--- config.mk ---
export PLATFORM = sky130hd
export DESIGN_NAME = sql_identifier_quote_rewriter_flat
export DESIGN_NICKNAME = d
export VERILOG_FILES = /design/src/hdl/sqr_pkg.sv /design/src/hdl/sqr_if.sv /design/src/hdl/sqr_front.sv /design/src/hdl/sqr_fifo.sv /design/src/hdl/sqr_back.sv /design/src/hdl/sql_identifier_quote_rewriter.sv /design/src/flat_wrapper.sv
export SDC_FILE = /design/constraint.sdc
export NUM_CORES = 1
export LEC_CHECK = 0
export BUFFER_PORTS_ARGS = -buffer_cell sky130_fd_sc_hd__buf_4
export CAP_MARGIN = 20
export CORE_ASPECT_RATIO = 1.2
export CORE_UTILIZATION = 60
export CTS_CLUSTER_SIZE = 16
export DETAILED_ROUTE_END_ITERATION = 10
export PLACE_DENSITY = 0.84
export SYNTH_ARGS = -nofsm -noshare
export SYNTH_HDL_FRONTEND = slang
export SYNTH_SLANG_ARGS = --single-unit
--- constraint.sdc ---
create_clock -name i_clk -period 3.05 [get_ports i_clk]
set_input_delay 0.4575 -clock i_clk [delete_from_list [all_inputs] [get_ports i_clk]]
set_output_delay 0.4575 -clock i_clk [all_outputs]
set_load 0.005 [all_outputs]
--- src/hdl/sqr_pkg.sv ---
`default_nettype none
package sqr_pkg;

    localparam logic [7:0] CH_SQUOTE = 8'h27;
    localparam logic [7:0] CH_DQUOTE = 8'h22;
    localparam logic [7:0] CH_BTICK  = 8'h60;

    typedef enum logic [1:0] {
        MODE_NORMAL = 2'd0,
        MODE_STRING = 2'd1,
        MODE_IDENT  = 2'd2,
        MODE_QSEEN  = 2'd3
    } t_mode;

    typedef enum logic {
        FUNC_BYTE = 1'b0,
        FUNC_END  = 1'b1
    } t_func;

    // One queued command: one or two results.
    typedef struct packed {
        logic [7:0] byte0;
        logic       has0;
        logic [7:0] byte1;
        logic       two;
        logic       text_end;
        logic       unterminated;
    } t_cmd;

    // Byte as handled outside any quote.
    function automatic logic [7:0] normal_out(input logic [7:0] b);
        normal_out = (b == CH_DQUOTE) ? CH_BTICK : b;
    endfunction

    function automatic t_mode normal_next(input logic [7:0] b);
        if (b == CH_SQUOTE) begin
            normal_next = MODE_STRING;
        end else if (b == CH_DQUOTE) begin
            normal_next = MODE_IDENT;
        end else begin
            normal_next = MODE_NORMAL;
        end
    endfunction

endpackage
`default_nettype wire

--- src/hdl/sqr_if.sv ---
`default_nettype none
interface sqr_in_if;
    logic       valid;
    logic       ready;
    logic       func;
    logic [7:0] in_byte;

    modport source (output valid, output func, output in_byte, input ready);
    modport sink (input valid, input func, input in_byte, output ready);
endinterface

interface sqr_out_if;
    logic       valid;
    logic       ready;
    logic [7:0] out_byte;
    logic       has_byte;
    logic       run_last;
    logic       text_end;
    logic       unterminated;

    modport source (output valid, output out_byte, output has_byte, output run_last,
                    output text_end, output unterminated, input ready);
    modport sink (input valid, input out_byte, input has_byte, input run_last,
                  input text_end, input unterminated, output ready);
endinterface
`default_nettype wire

--- src/hdl/sqr_front.sv ---
`default_nettype none
module sqr_front (
    input  wire logic        i_clk,
    input  wire logic        i_rst_n,
    sqr_in_if.sink           i_req,
    input  wire logic        i_full,
    output sqr_pkg::t_cmd    o_cmd,
    output logic             o_push
);
    import sqr_pkg::*;

    t_mode r_mode;
    t_mode n_mode;
    logic  emit;
    logic  accept;

    assign i_req.ready = !i_full;
    assign accept      = i_req.valid && !i_full;
    assign o_push      = accept && emit;

    always_comb begin
        n_mode             = r_mode;
        emit               = 1'b1;
        o_cmd.byte0        = i_req.in_byte;
        o_cmd.has0         = 1'b1;
        o_cmd.byte1        = CH_BTICK;
        o_cmd.two          = 1'b0;
        o_cmd.text_end     = 1'b0;
        o_cmd.unterminated = 1'b0;
        if (i_req.func == FUNC_END) begin
            n_mode             = MODE_NORMAL;
            o_cmd.byte0        = (r_mode == MODE_QSEEN) ? CH_BTICK : 8'd0;
            o_cmd.has0         = (r_mode == MODE_QSEEN);
            o_cmd.text_end     = 1'b1;
            o_cmd.unterminated = (r_mode == MODE_IDENT);
        end else begin
            unique case (r_mode)
                MODE_STRING: begin
                    if (i_req.in_byte == CH_SQUOTE) begin
                        n_mode = MODE_NORMAL;
                    end
                end
                MODE_IDENT: begin
                    if (i_req.in_byte == CH_DQUOTE) begin
                        // closing or escaped quote: decided on the next byte
                        emit   = 1'b0;
                        n_mode = MODE_QSEEN;
                    end else if (i_req.in_byte == CH_BTICK) begin
                        o_cmd.two = 1'b1;
                    end
                end
                MODE_QSEEN: begin
                    if (i_req.in_byte == CH_DQUOTE) begin
                        n_mode = MODE_IDENT;
                    end else begin
                        o_cmd.byte0 = CH_BTICK;
                        o_cmd.byte1 = normal_out(i_req.in_byte);
                        o_cmd.two   = 1'b1;
                        n_mode      = normal_next(i_req.in_byte);
                    end
                end
                default: begin
                    o_cmd.byte0 = normal_out(i_req.in_byte);
                    n_mode      = normal_next(i_req.in_byte);
                end
            endcase
        end
    end

    always_ff @(posedge i_clk) begin
        if (!i_rst_n) begin
            r_mode <= MODE_NORMAL;
        end else if (accept) begin
            r_mode <= n_mode;
        end
    end

endmodule
`default_nettype wire

--- src/hdl/sqr_fifo.sv ---
`default_nettype none
module sqr_fifo #(
    parameter int WIDTH = 8,
    parameter int DEPTH = 4
) (
    input  wire logic             i_clk,
    input  wire logic             i_rst_n,
    input  wire logic             i_push,
    input  wire logic [WIDTH-1:0] i_data,
    input  wire logic             i_pop,
    output logic      [WIDTH-1:0] o_data,
    output logic                  o_full,
    output logic                  o_empty
);
    localparam int AW = (DEPTH > 1) ? $clog2(DEPTH) : 1;

    logic [WIDTH-1:0] r_mem [DEPTH];
    logic [AW-1:0]    r_wr;
    logic [AW-1:0]    r_rd;
    logic [AW:0]      r_count;

    assign o_full  = (r_count == (AW+1)'(DEPTH));
    assign o_empty = (r_count == '0);
    assign o_data  = r_mem[r_rd];

    function automatic logic [AW-1:0] bump(input logic [AW-1:0] p);
        bump = (p == AW'(DEPTH - 1)) ? '0 : p + 1'b1;
    endfunction

    always_ff @(posedge i_clk) begin
        if (i_push) begin
            r_mem[r_wr] <= i_data;
        end
    end

    always_ff @(posedge i_clk) begin
        if (!i_rst_n) begin
            r_wr    <= '0;
            r_rd    <= '0;
            r_count <= '0;
        end else begin
            if (i_push) begin
                r_wr <= bump(r_wr);
            end
            if (i_pop) begin
                r_rd <= bump(r_rd);
            end
            if (i_push && !i_pop) begin
                r_count <= r_count + 1'b1;
            end else if (i_pop && !i_push) begin
                r_count <= r_count - 1'b1;
            end
        end
    end

endmodule
`default_nettype wire

--- src/hdl/sqr_back.sv ---
`default_nettype none
module sqr_back (
    input  wire logic          i_clk,
    input  wire logic          i_rst_n,
    input  wire sqr_pkg::t_cmd i_cmd,
    input  wire logic          i_empty,
    output logic               o_pop,
    sqr_out_if.source          o_res
);
    import sqr_pkg::*;

    logic r_second;
    logic take;

    assign o_res.valid        = !i_empty;
    assign o_res.out_byte     = r_second ? i_cmd.byte1 : i_cmd.byte0;
    assign o_res.has_byte     = r_second || i_cmd.has0;
    assign o_res.run_last     = !i_cmd.two || r_second;
    assign o_res.text_end     = i_cmd.text_end;
    assign o_res.unterminated = i_cmd.unterminated;

    assign take  = o_res.valid && o_res.ready;
    assign o_pop = take && (!i_cmd.two || r_second);

    always_ff @(posedge i_clk) begin
        if (!i_rst_n) begin
            r_second <= 1'b0;
        end else if (take) begin
            r_second <= i_cmd.two && !r_second;
        end
    end

endmodule
`default_nettype wire

--- src/hdl/sql_identifier_quote_rewriter.sv ---
// A result is registered in the queue and offered when it reaches the queue head.
// Up to one request per cycle while the queue is not full; a request with two
// results occupies the output for both, and the four-entry queue absorbs that until full.
// A double quote inside an identifier yields no result of its own; the next byte decides.
// Synchronous active-low reset: mode returns to normal text, queue empties.
`default_nettype none
module sql_identifier_quote_rewriter #(
    parameter int QUEUE_DEPTH = 4
) (
    input  wire logic i_clk,
    input  wire logic i_rst_n,
    sqr_in_if.sink    i_req,
    sqr_out_if.source o_res
);
    import sqr_pkg::*;

    t_cmd push_cmd;
    t_cmd head_cmd;
    logic push;
    logic pop;
    logic full;
    logic empty;

    sqr_front u_front (
        .i_clk   (i_clk),
        .i_rst_n (i_rst_n),
        .i_req   (i_req),
        .i_full  (full),
        .o_cmd   (push_cmd),
        .o_push  (push)
    );

    sqr_fifo #(
        .WIDTH ($bits(t_cmd)),
        .DEPTH (QUEUE_DEPTH)
    ) u_fifo (
        .i_clk   (i_clk),
        .i_rst_n (i_rst_n),
        .i_push  (push),
        .i_data  (push_cmd),
        .i_pop   (pop),
        .o_data  (head_cmd),
        .o_full  (full),
        .o_empty (empty)
    );

    sqr_back u_back (
        .i_clk   (i_clk),
        .i_rst_n (i_rst_n),
        .i_cmd   (head_cmd),
        .i_empty (empty),
        .o_pop   (pop),
        .o_res   (o_res)
    );

endmodule
`default_nettype wire

--- src/flat_wrapper.sv ---
// flat-port wrapper written by rule: the top's interface ports become plain ports
module sql_identifier_quote_rewriter_flat import sqr_pkg::*;
#(
    parameter int QUEUE_DEPTH = 4
)
  (i_clk, i_rst_n, i_req_valid, i_req_func, i_req_in_byte, i_req_ready, o_res_valid, o_res_out_byte, o_res_has_byte, o_res_run_last, o_res_text_end, o_res_unterminated, o_res_ready);
  sqr_in_if i_req_i ();
  sqr_out_if o_res_i ();
  input  wire logic i_clk;
  input  wire logic i_rst_n;
  input wire logic [$bits(i_req_i.valid)-1:0] i_req_valid;
  input wire logic [$bits(i_req_i.func)-1:0] i_req_func;
  input wire logic [$bits(i_req_i.in_byte)-1:0] i_req_in_byte;
  output wire logic [$bits(i_req_i.ready)-1:0] i_req_ready;
  output wire logic [$bits(o_res_i.valid)-1:0] o_res_valid;
  output wire logic [$bits(o_res_i.out_byte)-1:0] o_res_out_byte;
  output wire logic [$bits(o_res_i.has_byte)-1:0] o_res_has_byte;
  output wire logic [$bits(o_res_i.run_last)-1:0] o_res_run_last;
  output wire logic [$bits(o_res_i.text_end)-1:0] o_res_text_end;
  output wire logic [$bits(o_res_i.unterminated)-1:0] o_res_unterminated;
  input wire logic [$bits(o_res_i.ready)-1:0] o_res_ready;
  assign i_req_i.valid = i_req_valid;
  assign i_req_i.func = i_req_func;
  assign i_req_i.in_byte = i_req_in_byte;
  assign i_req_ready = i_req_i.ready;
  assign o_res_valid = o_res_i.valid;
  assign o_res_out_byte = o_res_i.out_byte;
  assign o_res_has_byte = o_res_i.has_byte;
  assign o_res_run_last = o_res_i.run_last;
  assign o_res_text_end = o_res_i.text_end;
  assign o_res_unterminated = o_res_i.unterminated;
  assign o_res_i.ready = o_res_ready;
  sql_identifier_quote_rewriter #(.QUEUE_DEPTH(QUEUE_DEPTH)) u_core (.i_clk(i_clk), .i_rst_n(i_rst_n), .i_req(i_req_i), .o_res(o_res_i));
endmodule
[Word-level counts from Yosys, hierarchy flattened]
Memory sizes are Yosys's and may differ from the RTL's. A register that Yosys moved wholly into a read port is not among the register bits.
Index checks and enable logic that the tools add are counted.
W data, S select, Z words.
Operators by class
  add/subtract/negate cells: 4
  eq/ne operators: 11
  multiplexer cells: 33
  reduce and logical (&&, ||, !) cells: 19
Operators by type and width (number)
  $mux W8: 5
  $mux W2: 11
  $mux W9: 2
  $eq A8 B6 Y1 const B: 2
  $pmux W8 S2: 1
  $mux W1: 9
  $eq A2 B2 Y1 const B: 4
  $eq A8 B7 Y1 const B: 1
  $logic_and A1 B1 Y1: 7
  $mux W7: 1
  $logic_not A1 Y1: 6
  $mux W3: 2
  $pmux W2 S3: 1
  $add A2 B1 Y2 const B: 2
  $add A3 B1 Y3 const B: 1
  $eq A3 B3 Y1 const B: 1
  $logic_not A3 Y1: 1
  $ne A3 B2 Y1 const B: 1
  $ne A3 B3 Y1 const B: 1
  $reduce_and A3 Y1: 1
  $sub A3 B1 Y3 const B: 1
  $eq A2 B1 Y1 const B: 1
  $logic_or A1 B1 Y1: 2
  $pmux W1 S2: 1
  other kinds (2): 2
Word-level totals
  register bits: 10
  memory bits (writable): 80
  input port bits: 13
  memories: 1
Memories
  u_core.u_fifo.r_mem: depth 4, width 20, read ports 1, clocked after memory_dff 1, write ports 1, RTL line sqr_fifo.sv:17  | logic [WIDTH-1:0] r_mem [DEPTH];

[Longest topological paths before layout]
Gate-level depths: netlist (run 1).
  word-level depth: 9
  gate-level depth with buffers: 11
  mapped depth without buffers: 11

[Cells and area by module]
From an unflattened synthesis (run 1), not the netlist that was laid out.
Second synthesis, totals
  cells, all modules: 238
  area, all modules: 4021.4 µm²
Modules (own cells, without submodules)
  sqr_fifo: times used 1, cells an instance 148, area an instance 3343.2 µm², seq. area each 2582.5 µm²
  sqr_front: times used 1, cells an instance 70, area an instance 488.0 µm², seq. area each 40.0 µm²
  sqr_back: times used 1, cells an instance 20, area an instance 190.2 µm², seq. area each 20.0 µm²

[Least setup slack after synthesis (run 1)]
OpenSTA, ideal clock, no wires.
  kind: register -> register
  from: register u_core.u_front.r_mode[0]
  to: register u_core.u_fifo.r_count[2]
  setup time: 0.072 ns
  data arrival time: 2.307 ns
  data required time: 2.978 ns
  path slack: 0.672 ns
  cell stages (with the launch flop): 12
  path buffers: 0
  cells stage by stage: dfxtp_1 inv_1 ha_1 nor2b_1 and3_2 nor2_1 ha_1 inv_1 fa_1 xor2_1 or3_1 a21oi_1
On the way
  word-level cells in the longest chain between the ends: 7
Ends and longest elaborated chain
  start: declaration: RTL line sqr_front.sv:12  | t_mode r_mode;
  start signal: assignment: RTL line sqr_front.sv:74  | r_mode <= n_mode;
  $eq A2 B2 Y1 *: RTL line sqr_front.sv:37  | unique case (r_mode)
  $mux W1 *: RTL line sqr_front.sv:37
  $mux W1 *: RTL line sqr_front.sv:30  | if (i_req.func == FUNC_END) begin
  $logic_and A1 B1 Y1 *: RTL line sqr_front.sv:19  | assign o_push = accept && emit;
  named net u_core.push: RTL line sql_identifier_quote_rewriter.sv:19  | logic push;
  $logic_not A1 Y1: RTL line sqr_fifo.sv:50  | end else if (i_pop && !i_push) begin
  $logic_and A1 B1 Y1: RTL line sqr_fifo.sv:50
  $reduce_bool A2 Y1 (no source line)
  end signal: assignment: RTL line sqr_fifo.sv:49  | r_count <= r_count + 1'b1;
  end signal: assignment: RTL line sqr_fifo.sv:51  | r_count <= r_count - 1'b1;
  end: declaration: RTL line sqr_fifo.sv:20  | logic [AW:0] r_count;
Mark *: on every way through the listed nets, which the timed path passes. The rest lies on a longest branch.
A chain may end at the register's enable or synchronous reset.

[Worst setup path in the final report (run 1)]
Ends and elaborated chain as after synthesis.

==> results of run 1 <==
-- path summary, 6_finish.rpt --
path / from / endpoint / slack [ns] / cells after the start
worst max-delay path: u_core.u_front.r_mode[0] / u_core.u_fifo.r_count[2] / 0.45 / 11
worst min-delay path: o_res_ready / u_core.u_back.r_second / 0.40 / 3
worst max register to register: u_core.u_front.r_mode[0] / u_core.u_fifo.r_count[2] / 0.45 / 11
worst min register to register: u_core.u_fifo.r_rd[1] / flop / 0.51 / 2
-- per-layer routing --
layer / wire length [um] / vias to the layer above
met3: 293 / 10
met2: 3647 / 66
met1: 2989 / 1091
met5: 0 / -
met4: 99 / 0
li1: - / 1035
-- synth_stat cells, types with 2 or more instances --
master,instances
and4b_1,2
a21oi_1,10
nor2b_1,3
and2_1,14
buf_2,2
nand3b_1,4
nand2b_1,5
o21ai_0,8
and2_2,2
clkbuf_1,4
mux2i_1,2
nor4b_4,2
nand3_1,3
ha_1,10
mux4_2,20
xor2_1,2
or3b_2,2
or3_1,2
nand2_1,32
edfxtp_1,80
dfxtp_1,12
nor2_1,9
inv_1,7
-- registers in the layout, summed over array words and instances (netlist names), named ones only --
| signal | count |
|---|---|
| u_core.u_fifo.r_mem | 80 |
| u_core.u_fifo.r_count | 3 |
| u_core.u_fifo.r_rd | 2 |
| u_core.u_fifo.r_wr | 2 |
| u_core.u_front.r_mode | 2 |
| u_core.u_back.r_second | 1 |
-- stage by stage --
stage	utilization	total power, mW
finish	0.7037	3.081
global route	0.7037	3.228
CTS	0.7037	3.109
detailed placement	0.6738	2.335
global placement	0.6738	2.310
floorplan	-	2.045
-- worst max-delay path, delay by kind of cell (launching register included) --
family	cells	cell delay, ns
buffers and inverters	2	0.14
AO/OA/AOI/OAI	1	0.14
AND/OR/NAND/NOR	4	0.87
flip-flops	1	0.36
adder cells (fa/ha/maj)	3	0.85
XOR/XNOR	1	0.17
-- report_power, final --
part | internal [mW] | total [mW] | switching [mW]
Clock | 0.379 | 0.783 | 0.404
Combinational | 0.384 | 0.744 | 0.360
Sequential | 1.50 | 1.55 | 0.0592
Total | 2.26 | 3.08 | 0.823
-- cells by family (layout without fill, tap and decap cells) --
kind of cell / count (synthesis) / count (layout)
flops: 92 / 92
simple gates: 86 / 86
compound gates: 24 / 24
mux: 23 / 23
buf+inv: 15 / 59
fa+ha+maj: 11 / 11
xor+xnor: 2 / 2
-- final cells by class --
type	instances	area [sq um]	area share
Sequential cell	92	2643	0.5862
Multi-Input combinational cell	146	1275	0.2828
Timing Repair Buffer	35	262.8	0.05828
Clock buffer	10	127.6	0.02831
Tap cell	85	106.4	0.02359
Clock inverter	6	63.81	0.01415
Inverter	8	30.03	0.006661
==> impl_metrics.env, run 1 <==
export IMPL_rows=32
export IMPL_grt_pass1_vias=2339
export IMPL_layout_setup_ws_ns=0.4483
export IMPL_via_per_inst=5.764
export IMPL_drtIter0Drc=145
export IMPL_io_buffers=26
export IMPL_rsz0062_at_grt="false"
export IMPL_synth_xor_xnor_area_share=0.004401
export IMPL_cts_sinks=92
export IMPL_antenna_found_initial=0
export IMPL_max_slew_margin=0.6641
export IMPL_cp_max_fo=5
export IMPL_ios=27
export IMPL_period_needed_ns=2.602
export IMPL_insertion_delay_ns=0.35
export IMPL_max_vdd_ir_drop_v=0.0003848
export IMPL_design_area_sq_um=4508
export IMPL_placed_cells=366
export IMPL_critPathSlowestCell="fa_1"
export IMPL_routed_via_count=2202
export IMPL_crit_path_max_incr_delay_ns=0.38
export IMPL_wirelength_um=7029
export IMPL_synth_top_family_by_area="simple AND/OR/NAND/NOR gates"
export IMPL_gp_congestion=0.8242
export IMPL_yosysSeqAreaShare=0.6639
export IMPL_synth_adder_area_share=0.03647
export IMPL_synthTopCellsByArea="edfxtp_1, mux4_2, dfxtp_1"
export IMPL_power_leakage_nw=1.575
export IMPL_clkTransAtPathRegs_ns=0.09
export IMPL_postPlaceCellArea_sq_um=4317
export IMPL_cts_resized=0
export IMPL_mostFrequentLayoutCells="edfxtp_1, buf_4, nand2_1"
export IMPL_synthesis_nets=277
export IMPL_status="completed"
export IMPL_antenna_left=0
export IMPL_dpl_worst_slack_ns=0.4669
export IMPL_hold_viol_final=0
export IMPL_num_fill_cells=439
export IMPL_muxShareOfSynthArea=0.1210
export IMPL_critPathLaunchType="flop"
export IMPL_yosysTopAreaCell="edfxtp_1"
export IMPL_synth_compound_area_share=0.03552
export IMPL_hp_class="in -> reg"
export IMPL_drive_above_1_share=0.2694
export IMPL_setup_viol=0
export IMPL_numCtsBuffers=9
export IMPL_path_class="reg -> reg"
export IMPL_ctsHoldBuffers=0
export IMPL_synth_edff_count=80
export IMPL_cts_root_buf="clkbuf_8"
export IMPL_drc=0
export IMPL_p_per_area_nw_per_um2=683.5
export IMPL_met2_usage=0.3934
export IMPL_tightest_slew_ns=0.5029
export IMPL_yosys_area_share_simple=0.1229
export IMPL_cts_setup_buffers=0
export IMPL_synth_top_area_frac=0.6036
export IMPL_synthArstFlopShare=0
export IMPL_ys_flop_type="edfxtp_1"
export IMPL_fin_tns_setup_ns=0
export IMPL_synth_warnings=0
export IMPL_gr_max_usage_layer="met2"
export IMPL_maxCapViolations=0
export IMPL_fin_nets=316
export IMPL_whs_ns=0.3972
export IMPL_die_y_um=91.22
export IMPL_use_met3=0.04020
export IMPL_grt_pass1_wl_um=11460
export IMPL_cts_tree="built"
export IMPL_fmax_mhz=384.4
export IMPL_die_w_um=76.35
export IMPL_clock_path_buffers=2
export IMPL_use_met1=0.2815
export IMPL_ys_ff_latch=92
export IMPL_dieArea_sq_um=6965
export IMPL_finalMaxSlewViolations=0
export IMPL_cts_htree_levels=3
export IMPL_postSynthAreaPerCell_sq_um=15.73
export IMPL_grt_max_degree=21
export IMPL_antennaDiodeCount=0
export IMPL_crit_path_end_kind="flop"
export IMPL_finalNonFillerCells=382
export IMPL_fin_worst_skew_ns=0.005018
export IMPL_initial_core_util=0.6213
export IMPL_dr_pass1_iters=4
export IMPL_yosysUniqueCellTypes=39
export IMPL_cp_required_ns=3.33
export IMPL_syn_inst=253
export IMPL_wl_per_cell_um=18.40
export IMPL_gr_total_overflow=0
export IMPL_dp_hpwl_um=4631
export IMPL_syn_cell_area_sq_um=3980
export IMPL_post_route_period_util=0.8530
export IMPL_syn_to_final_growth_pct=13.27
export IMPL_critical_path_cell_chain="inv_1 > ha_1 > nor2b_1 > and3_2 > nor2_1 > ha_1 > inv_1 > fa_1 > xor2_1 > or3_1 > a21oi_1"
export IMPL_core_area_sq_um=6406
export IMPL_cp_arrival_ns=2.88
export IMPL_final_common_cell="edfxtp_1"
export IMPL_grtUsageTotal=0.2261
Note: power is estimated with default switching activity, not from simulation.
==> run 2, diff against run 1 <==
--- a/config.mk
+++ b/config.mk
@@ -14,4 +14,5 @@
 export PLACE_DENSITY = 0.84
 export SYNTH_ARGS = -nofsm -noshare
 export SYNTH_HDL_FRONTEND = slang
+export SYNTH_HIERARCHICAL = 1
 export SYNTH_SLANG_ARGS = --single-unit
==> constraint.sdc (replaced) <==
create_clock -name i_clk -period 3.05 [get_ports i_clk]
set_input_delay 0.305 -clock i_clk [delete_from_list [all_inputs] [get_ports i_clk]]
set_output_delay 0.305 -clock i_clk [all_outputs]
set_load 0.005 [all_outputs]
==> impl_metrics.env, run 2 <==
export IMPL_status="completed"
export IMPL_syn_to_final_growth_pct=11.54
export IMPL_max_slew_margin=0.2909
export IMPL_syn_cell_area_sq_um=4021
export IMPL_synth_compound_area_share=0.03080
export IMPL_dieArea_sq_um=7035
export IMPL_grt_max_degree=21
export IMPL_layout_setup_ws_ns=0.4007
export IMPL_clkTransAtPathRegs_ns=0.09
export IMPL_largest_reg_flops=80
export IMPL_rsz0062_at_grt="false"
export IMPL_cts_root_buf="clkbuf_8"
export IMPL_crit_cells=9
export IMPL_critPathLaunchType="flop"
export IMPL_yosysUniqueCellTypes=46
export IMPL_initial_core_util=0.6238
export IMPL_crit_family="adder cells"
export IMPL_min_from="i_req_func"
export IMPL_clock_path_buffers=2
export IMPL_synth_adder_area_share=0.03609
export IMPL_p_per_area_nw_per_um2=694.4
export IMPL_grt_pass1_wl_um=10870
export IMPL_placed_cells=343
export IMPL_grtUsageTotal=0.2139
export IMPL_ios=27
export IMPL_crit_path_end_kind="flop"
export IMPL_core_area_sq_um=6446
export IMPL_critPathSlowestCell="a31oi_1"
export IMPL_hold_viol_final=0
export IMPL_hp_class="in -> reg"
export IMPL_die_y_um=91.68
export IMPL_synth_edff_count=80
export IMPL_ctsHoldBuffers=0
export IMPL_fin_nets=294
export IMPL_drive_above_1_share=0.3127
export IMPL_path_class="reg -> reg"
export IMPL_cts_resized=0
export IMPL_postSynthAreaPerCell_sq_um=16.90
export IMPL_top_regs="u_core/u_fifo/r_mem (80), u_core/u_fifo/r_count (3)"
export IMPL_cts_htree_levels=3
export IMPL_mostFrequentLayoutCells="edfxtp_1, buf_4, mux4_2"
export IMPL_timing_rr_end="u_core/u_fifo/r_count[2]"
export IMPL_fmax_mhz=377.5
export IMPL_r2r_cells=9
export IMPL_reg2reg_from="u_core/u_fifo/r_count[0]"
export IMPL_antenna_left=0
export IMPL_fin_tns_setup_ns=0
export IMPL_wirelength_um=6668
export IMPL_fin_worst_skew_ns=0.01558
export IMPL_finalMaxSlewViolations=0
export IMPL_power_total_mw=3.115
export IMPL_numCtsBuffers=9
export IMPL_regMostFlops="u_core/u_fifo/r_mem"
export IMPL_synthArstFlopShare=0
export IMPL_gp_congestion=0.8962
export IMPL_via_per_inst=5.875
export IMPL_ys_flop_type="edfxtp_1"
export IMPL_finalNonFillerCells=360
export IMPL_post_route_period_util=0.8686
export IMPL_wl_per_cell_um=18.52
export IMPL_yosys_area_share_simple=0.09739
export IMPL_gr_total_overflow=0
export IMPL_reg2reg_setup_slack_ns=0.40
export IMPL_maxCapViolations=0
export IMPL_synth_top_area_frac=0.5974
export IMPL_power_leakage_nw=1.515
export IMPL_final_common_cell="edfxtp_1"
export IMPL_rows=32
export IMPL_dpl_worst_slack_ns=0.3708
export IMPL_max_vdd_ir_drop_v=0.0004297
export IMPL_cts_tree="built"
export IMPL_design_area_sq_um=4486
export IMPL_synth_warnings=6
export IMPL_crit_buf_inv=1
export IMPL_synth_top_family_by_area="multiplexers"
export IMPL_synth_most_common_cell="edfxtp_1"
export IMPL_syn_inst=238
export IMPL_yosysTopAreaCell="edfxtp_1"
export IMPL_dr_pass1_iters=4
export IMPL_antenna_found_initial=0
export IMPL_cp_max_fo=7
export IMPL_ys_top_cells_by_count="edfxtp_1, mux4_2, and2_1"
export IMPL_insertion_delay_ns=0.35
export IMPL_setup_viol=0
export IMPL_critical_path_cell_chain="nor3b_1 > nand2b_1 > a31oi_1 > ha_1 > inv_1 > fa_1 > xor2_1 > or3_1 > a21boi_1"
export IMPL_drc=0
export IMPL_die_w_um=76.74
export IMPL_synth_xor_xnor_area_share=0.004356
export IMPL_cts_setup_buffers=0
export IMPL_antennaDiodeCount=0
export IMPL_yosysSeqAreaShare=0.6571
export IMPL_cp_required_ns=3.34
export IMPL_synthesis_nets=262
export IMPL_routed_via_count=2115
export IMPL_grt_pass1_vias=2197
export IMPL_muxShareOfSynthArea=0.1472
export IMPL_cts_sinks=92
export IMPL_period_needed_ns=2.649
export IMPL_postPlaceCellArea_sq_um=4274
export IMPL_whs_path_depth=1
export IMPL_crit_path_max_incr_delay_ns=0.50
export IMPL_dp_hpwl_um=4457
export IMPL_min_to="u_core/u_fifo/r_mem[1][1]"
export IMPL_synthTopCellsByArea="edfxtp_1, mux4_2, dfxtp_1"
export IMPL_io_buffers=26
export IMPL_cp_arrival_ns=2.94
export IMPL_drtIter0Drc=199
export IMPL_ys_ff_latch=92
export IMPL_tightest_slew_ns=1.064
-- run 2: cell types whose count changed in the layout (fill, tap and decap cells not counted), sizes merged, moves of 5 or more --
| cell | previous run | this run |
|---|---|---|
| nand2 | 33 | 5 |
| mux2 | 1 | 9 |
| a21oi | 10 | 3 |
| nor2b | 3 | 9 |
| nor3 | 0 | 6 |
| buf | 35 | 30 |
-- run 2: final cells by class --
type	count	area (sq um)
Inverter	10	37.54
Multi-Input combinational cell	127	1270
Clock inverter	4	30.03
Tap cell	85	106.4
Timing Repair Buffer	30	232.7
Fill cell	422	1961
Clock buffer	12	166.4
Sequential cell	92	2643
-- run 2: worst max path at each step --
stage	startpoint	end	slack [ns]
floorplan	i_req_in_byte[3]	u_core/u_fifo/r_count[2]	0.47
global placement	i_req_in_byte[3]	u_core/u_fifo/r_count[2]	0.45
detailed placement	i_req_in_byte[3]	u_core/u_fifo/r_count[2]	0.37
CTS	u_core/u_fifo/r_count[0]	u_core/u_fifo/r_count[2]	0.39
global route	u_core/u_fifo/r_count[0]	u_core/u_fifo/r_count[2]	0.17
finish	u_core/u_fifo/r_count[0]	u_core/u_fifo/r_count[2]	0.40
-- run 2: power by group --
group / switching [mW] / internal, mW
registers: 0.0718 / 1.51
clock network: 0.399 / 0.371
logic: 0.338 / 0.423
-- run 2: cell families after synthesis --
family / after synthesis
xor+xnor: 2
mux: 33
compound gates: 19
buf+inv: 19
simple gates: 62
fa+ha+maj: 11
flops: 92
-- run 2: per-layer routing --
metal  track usage  part of all wire  vias up
met5             0                 0        -
met3       0.04279             0.052        8
met2        0.3713              0.54       68
met4       0.08494             0.014        0
met1        0.2626              0.40     1058
li1              -                 -      981
-- run 2: stage by stage --
stage	util	hold WS, ns
after floorplan	-	0.4267
after global placement	0.6630	0.4884
after detailed placement	0.6630	0.4898
after CTS	0.6935	0.2308
after global routing	0.6958	0.2364
final	0.6958	0.2447
-- run 2: worst register-to-register path, cell delays in order (launching register included) --
cell	delay, ns
dfxtp_1	0.42
nor3b_1	0.09
nand2b_1	0.25
a31oi_1	0.50
ha_1	0.28
inv_1	0.06
fa_1	0.38
xor2_1	0.16
or3_1	0.31
a21boi_1	0.15
==> run 3, diff against run 2 <==
==> constraint.sdc (replaced) <==
create_clock -name i_clk -period 3.05 [get_ports i_clk]
set_input_delay 0.1525 -clock i_clk [delete_from_list [all_inputs] [get_ports i_clk]]
set_output_delay 0.1525 -clock i_clk [all_outputs]
set_load 0.005 [all_outputs]
==> impl_metrics.env, run 3 (synthesis results as in run 2) <==
export IMPL_antennaDiodeCount=0
export IMPL_core_area_sq_um=6446
export IMPL_m1WireLength_um=2839
export IMPL_antenna_found_initial=0
export IMPL_ctsHoldBuffers=0
export IMPL_wirelength_um=6752
export IMPL_die_y_um=91.68
export IMPL_post_route_period_util=0.8902
export IMPL_critPathLaunchType="flop"
export IMPL_path_class="reg -> reg"
export IMPL_final_common_cell="edfxtp_1"
export IMPL_top_layer="met4"
export IMPL_cp_max_fo=7
export IMPL_largest_reg_flops=80
export IMPL_rows=32
export IMPL_syn_to_final_growth_pct=12.45
export IMPL_max_slew_margin=0.5840
export IMPL_cts_root_buf="clkbuf_8"
export IMPL_grtUsageTotal=0.2182
export IMPL_crit_path_end_kind="flop"
export IMPL_multi_input_area_sq_um=1270
export IMPL_design_area_sq_um=4522
export IMPL_initial_core_util=0.6238
export IMPL_mostFrequentLayoutCells="edfxtp_1, buf_4, mux4_2"
export IMPL_route_met3_wl_um=314
export IMPL_drtIter0Drc=112
export IMPL_regMostFlops="u_core/u_fifo/r_mem"
export IMPL_insertion_delay_ns=0.35
export IMPL_dieArea_sq_um=7035
export IMPL_clkTransAtPathRegs_ns=0.08
export IMPL_postPlaceCellArea_sq_um=4332
export IMPL_fin_worst_skew_ns=0.003579
export IMPL_hp_class="in -> reg"
export IMPL_num_fill_cells=417
export IMPL_cts_sinks=92
export IMPL_ios=27
export IMPL_status="completed"
export IMPL_period_needed_ns=2.715
export IMPL_gp_congestion=0.8532
export IMPL_fmax_mhz=368.3
export IMPL_finalNonFillerCells=365
export IMPL_maxCapViolations=0
export IMPL_setup_viol=0
export IMPL_drc=0
export IMPL_die_w_um=76.74
export IMPL_dr_pass1_iters=4
export IMPL_clock_path_buffers=2
export IMPL_regArea_sq_um=2643
export IMPL_cts_setup_buffers=0
export IMPL_numCtsBuffers=9
export IMPL_tightest_slew_ns=0.6211
export IMPL_io_buffers=26
export IMPL_hold_viol_final=0
export IMPL_rsz0062_at_grt="false"
export IMPL_antenna_left=0
export IMPL_routed_via_count=2123
export IMPL_cts_htree_levels=3
export IMPL_fin_tns_setup_ns=0
export IMPL_cp_required_ns=3.34
export IMPL_dp_hpwl_um=4523
export IMPL_grt_pass1_wl_um=11160
export IMPL_cts_tree="built"
export IMPL_p_per_area_nw_per_um2=692.5
export IMPL_fin_nets=299
export IMPL_top_regs="u_core/u_fifo/r_mem (80), u_core/u_fifo/r_count (3)"
export IMPL_met2_length_um=3454
export IMPL_grt_max_degree=21
export IMPL_via_per_inst=5.816
export IMPL_max_vdd_ir_drop_v=0.0004305
export IMPL_wl_per_cell_um=18.50
export IMPL_finalMaxSlewViolations=0
export IMPL_power_leakage_nw=1.546
export IMPL_cp_arrival_ns=3.00
export IMPL_grt_pass1_vias=2227
export IMPL_drive_above_1_share=0.3250
export IMPL_gr_total_overflow=0
export IMPL_cts_resized=0
export IMPL_placed_cells=349
[run 3: cell types whose count changed in the layout (fill, tap and decap cells not counted), sizes merged]
cell,delta
clkinvlp,-1
bufinv,+1
buf,+5
clkbuf,-3
clkinv,+3
[run 3: critical path, cell delays in order (launching register included)]
cell and delay [ns]:
dfxtp_1 0.38, inv_1 0.08, ha_1 0.27, a31oi_1 0.55
ha_1 0.29, inv_1 0.07, fa_1 0.39, xor2_1 0.16
or3_1 0.31, a21boi_1 0.14
[run 3: worst paths after layout]
check / start / to / slack, ns / cells after the start
min: i_req_func / u_core/u_fifo/r_mem[0][1] / 0.09 / 1
max: u_core/u_front/r_mode[0] / u_core/u_fifo/r_count[2] / 0.33 / 9
min reg2reg: u_core/u_fifo/r_count[2] / u_core/u_fifo/r_count[2] / 0.52 / 2
max reg2reg: u_core/u_front/r_mode[0] / u_core/u_fifo/r_count[2] / 0.33 / 9
[run 3: layout make-up]
cell class | instances | share of cell area
flip-flops and latches | 92 | 0.5844
repair buffers | 35 | 0.06087
well taps | 85 | 0.02352
clock inverters | 7 | 0.01467
inverters | 10 | 0.008301
clock buffers | 9 | 0.02739
multi-input cells | 127 | 0.2809
[run 3: through the flow]
stage	utilization	setup slack [ns]	hold slack, ns	power, mW
3_3_place_gp	0.6720	0.5089	0.4539	2.356
6_report	0.7015	0.3349	0.09437	3.131
4_1_cts	0.7015	0.3374	0.08685	3.169
3_5_place_dp	0.6720	0.3802	0.4621	2.384
5_1_grt	0.7015	0.1246	0.09660	3.274
2_1_floorplan	-	0.6251	0.2742	2.125
[run 3: where the power goes]
group	total (mW)	switching, mW	internal, mW
Clock	0.785	0.409	0.376
Combinational	0.775	0.345	0.431
Sequential	1.57	0.0606	1.51
Total	3.13	0.815	2.32
[run 3: layer usage]
metal  global-route usage  vias up
li1                     -      983
met1               0.2743     1071
met2               0.3690       59
met3              0.02786       10
met4               0.1186        0
met5                    0        -
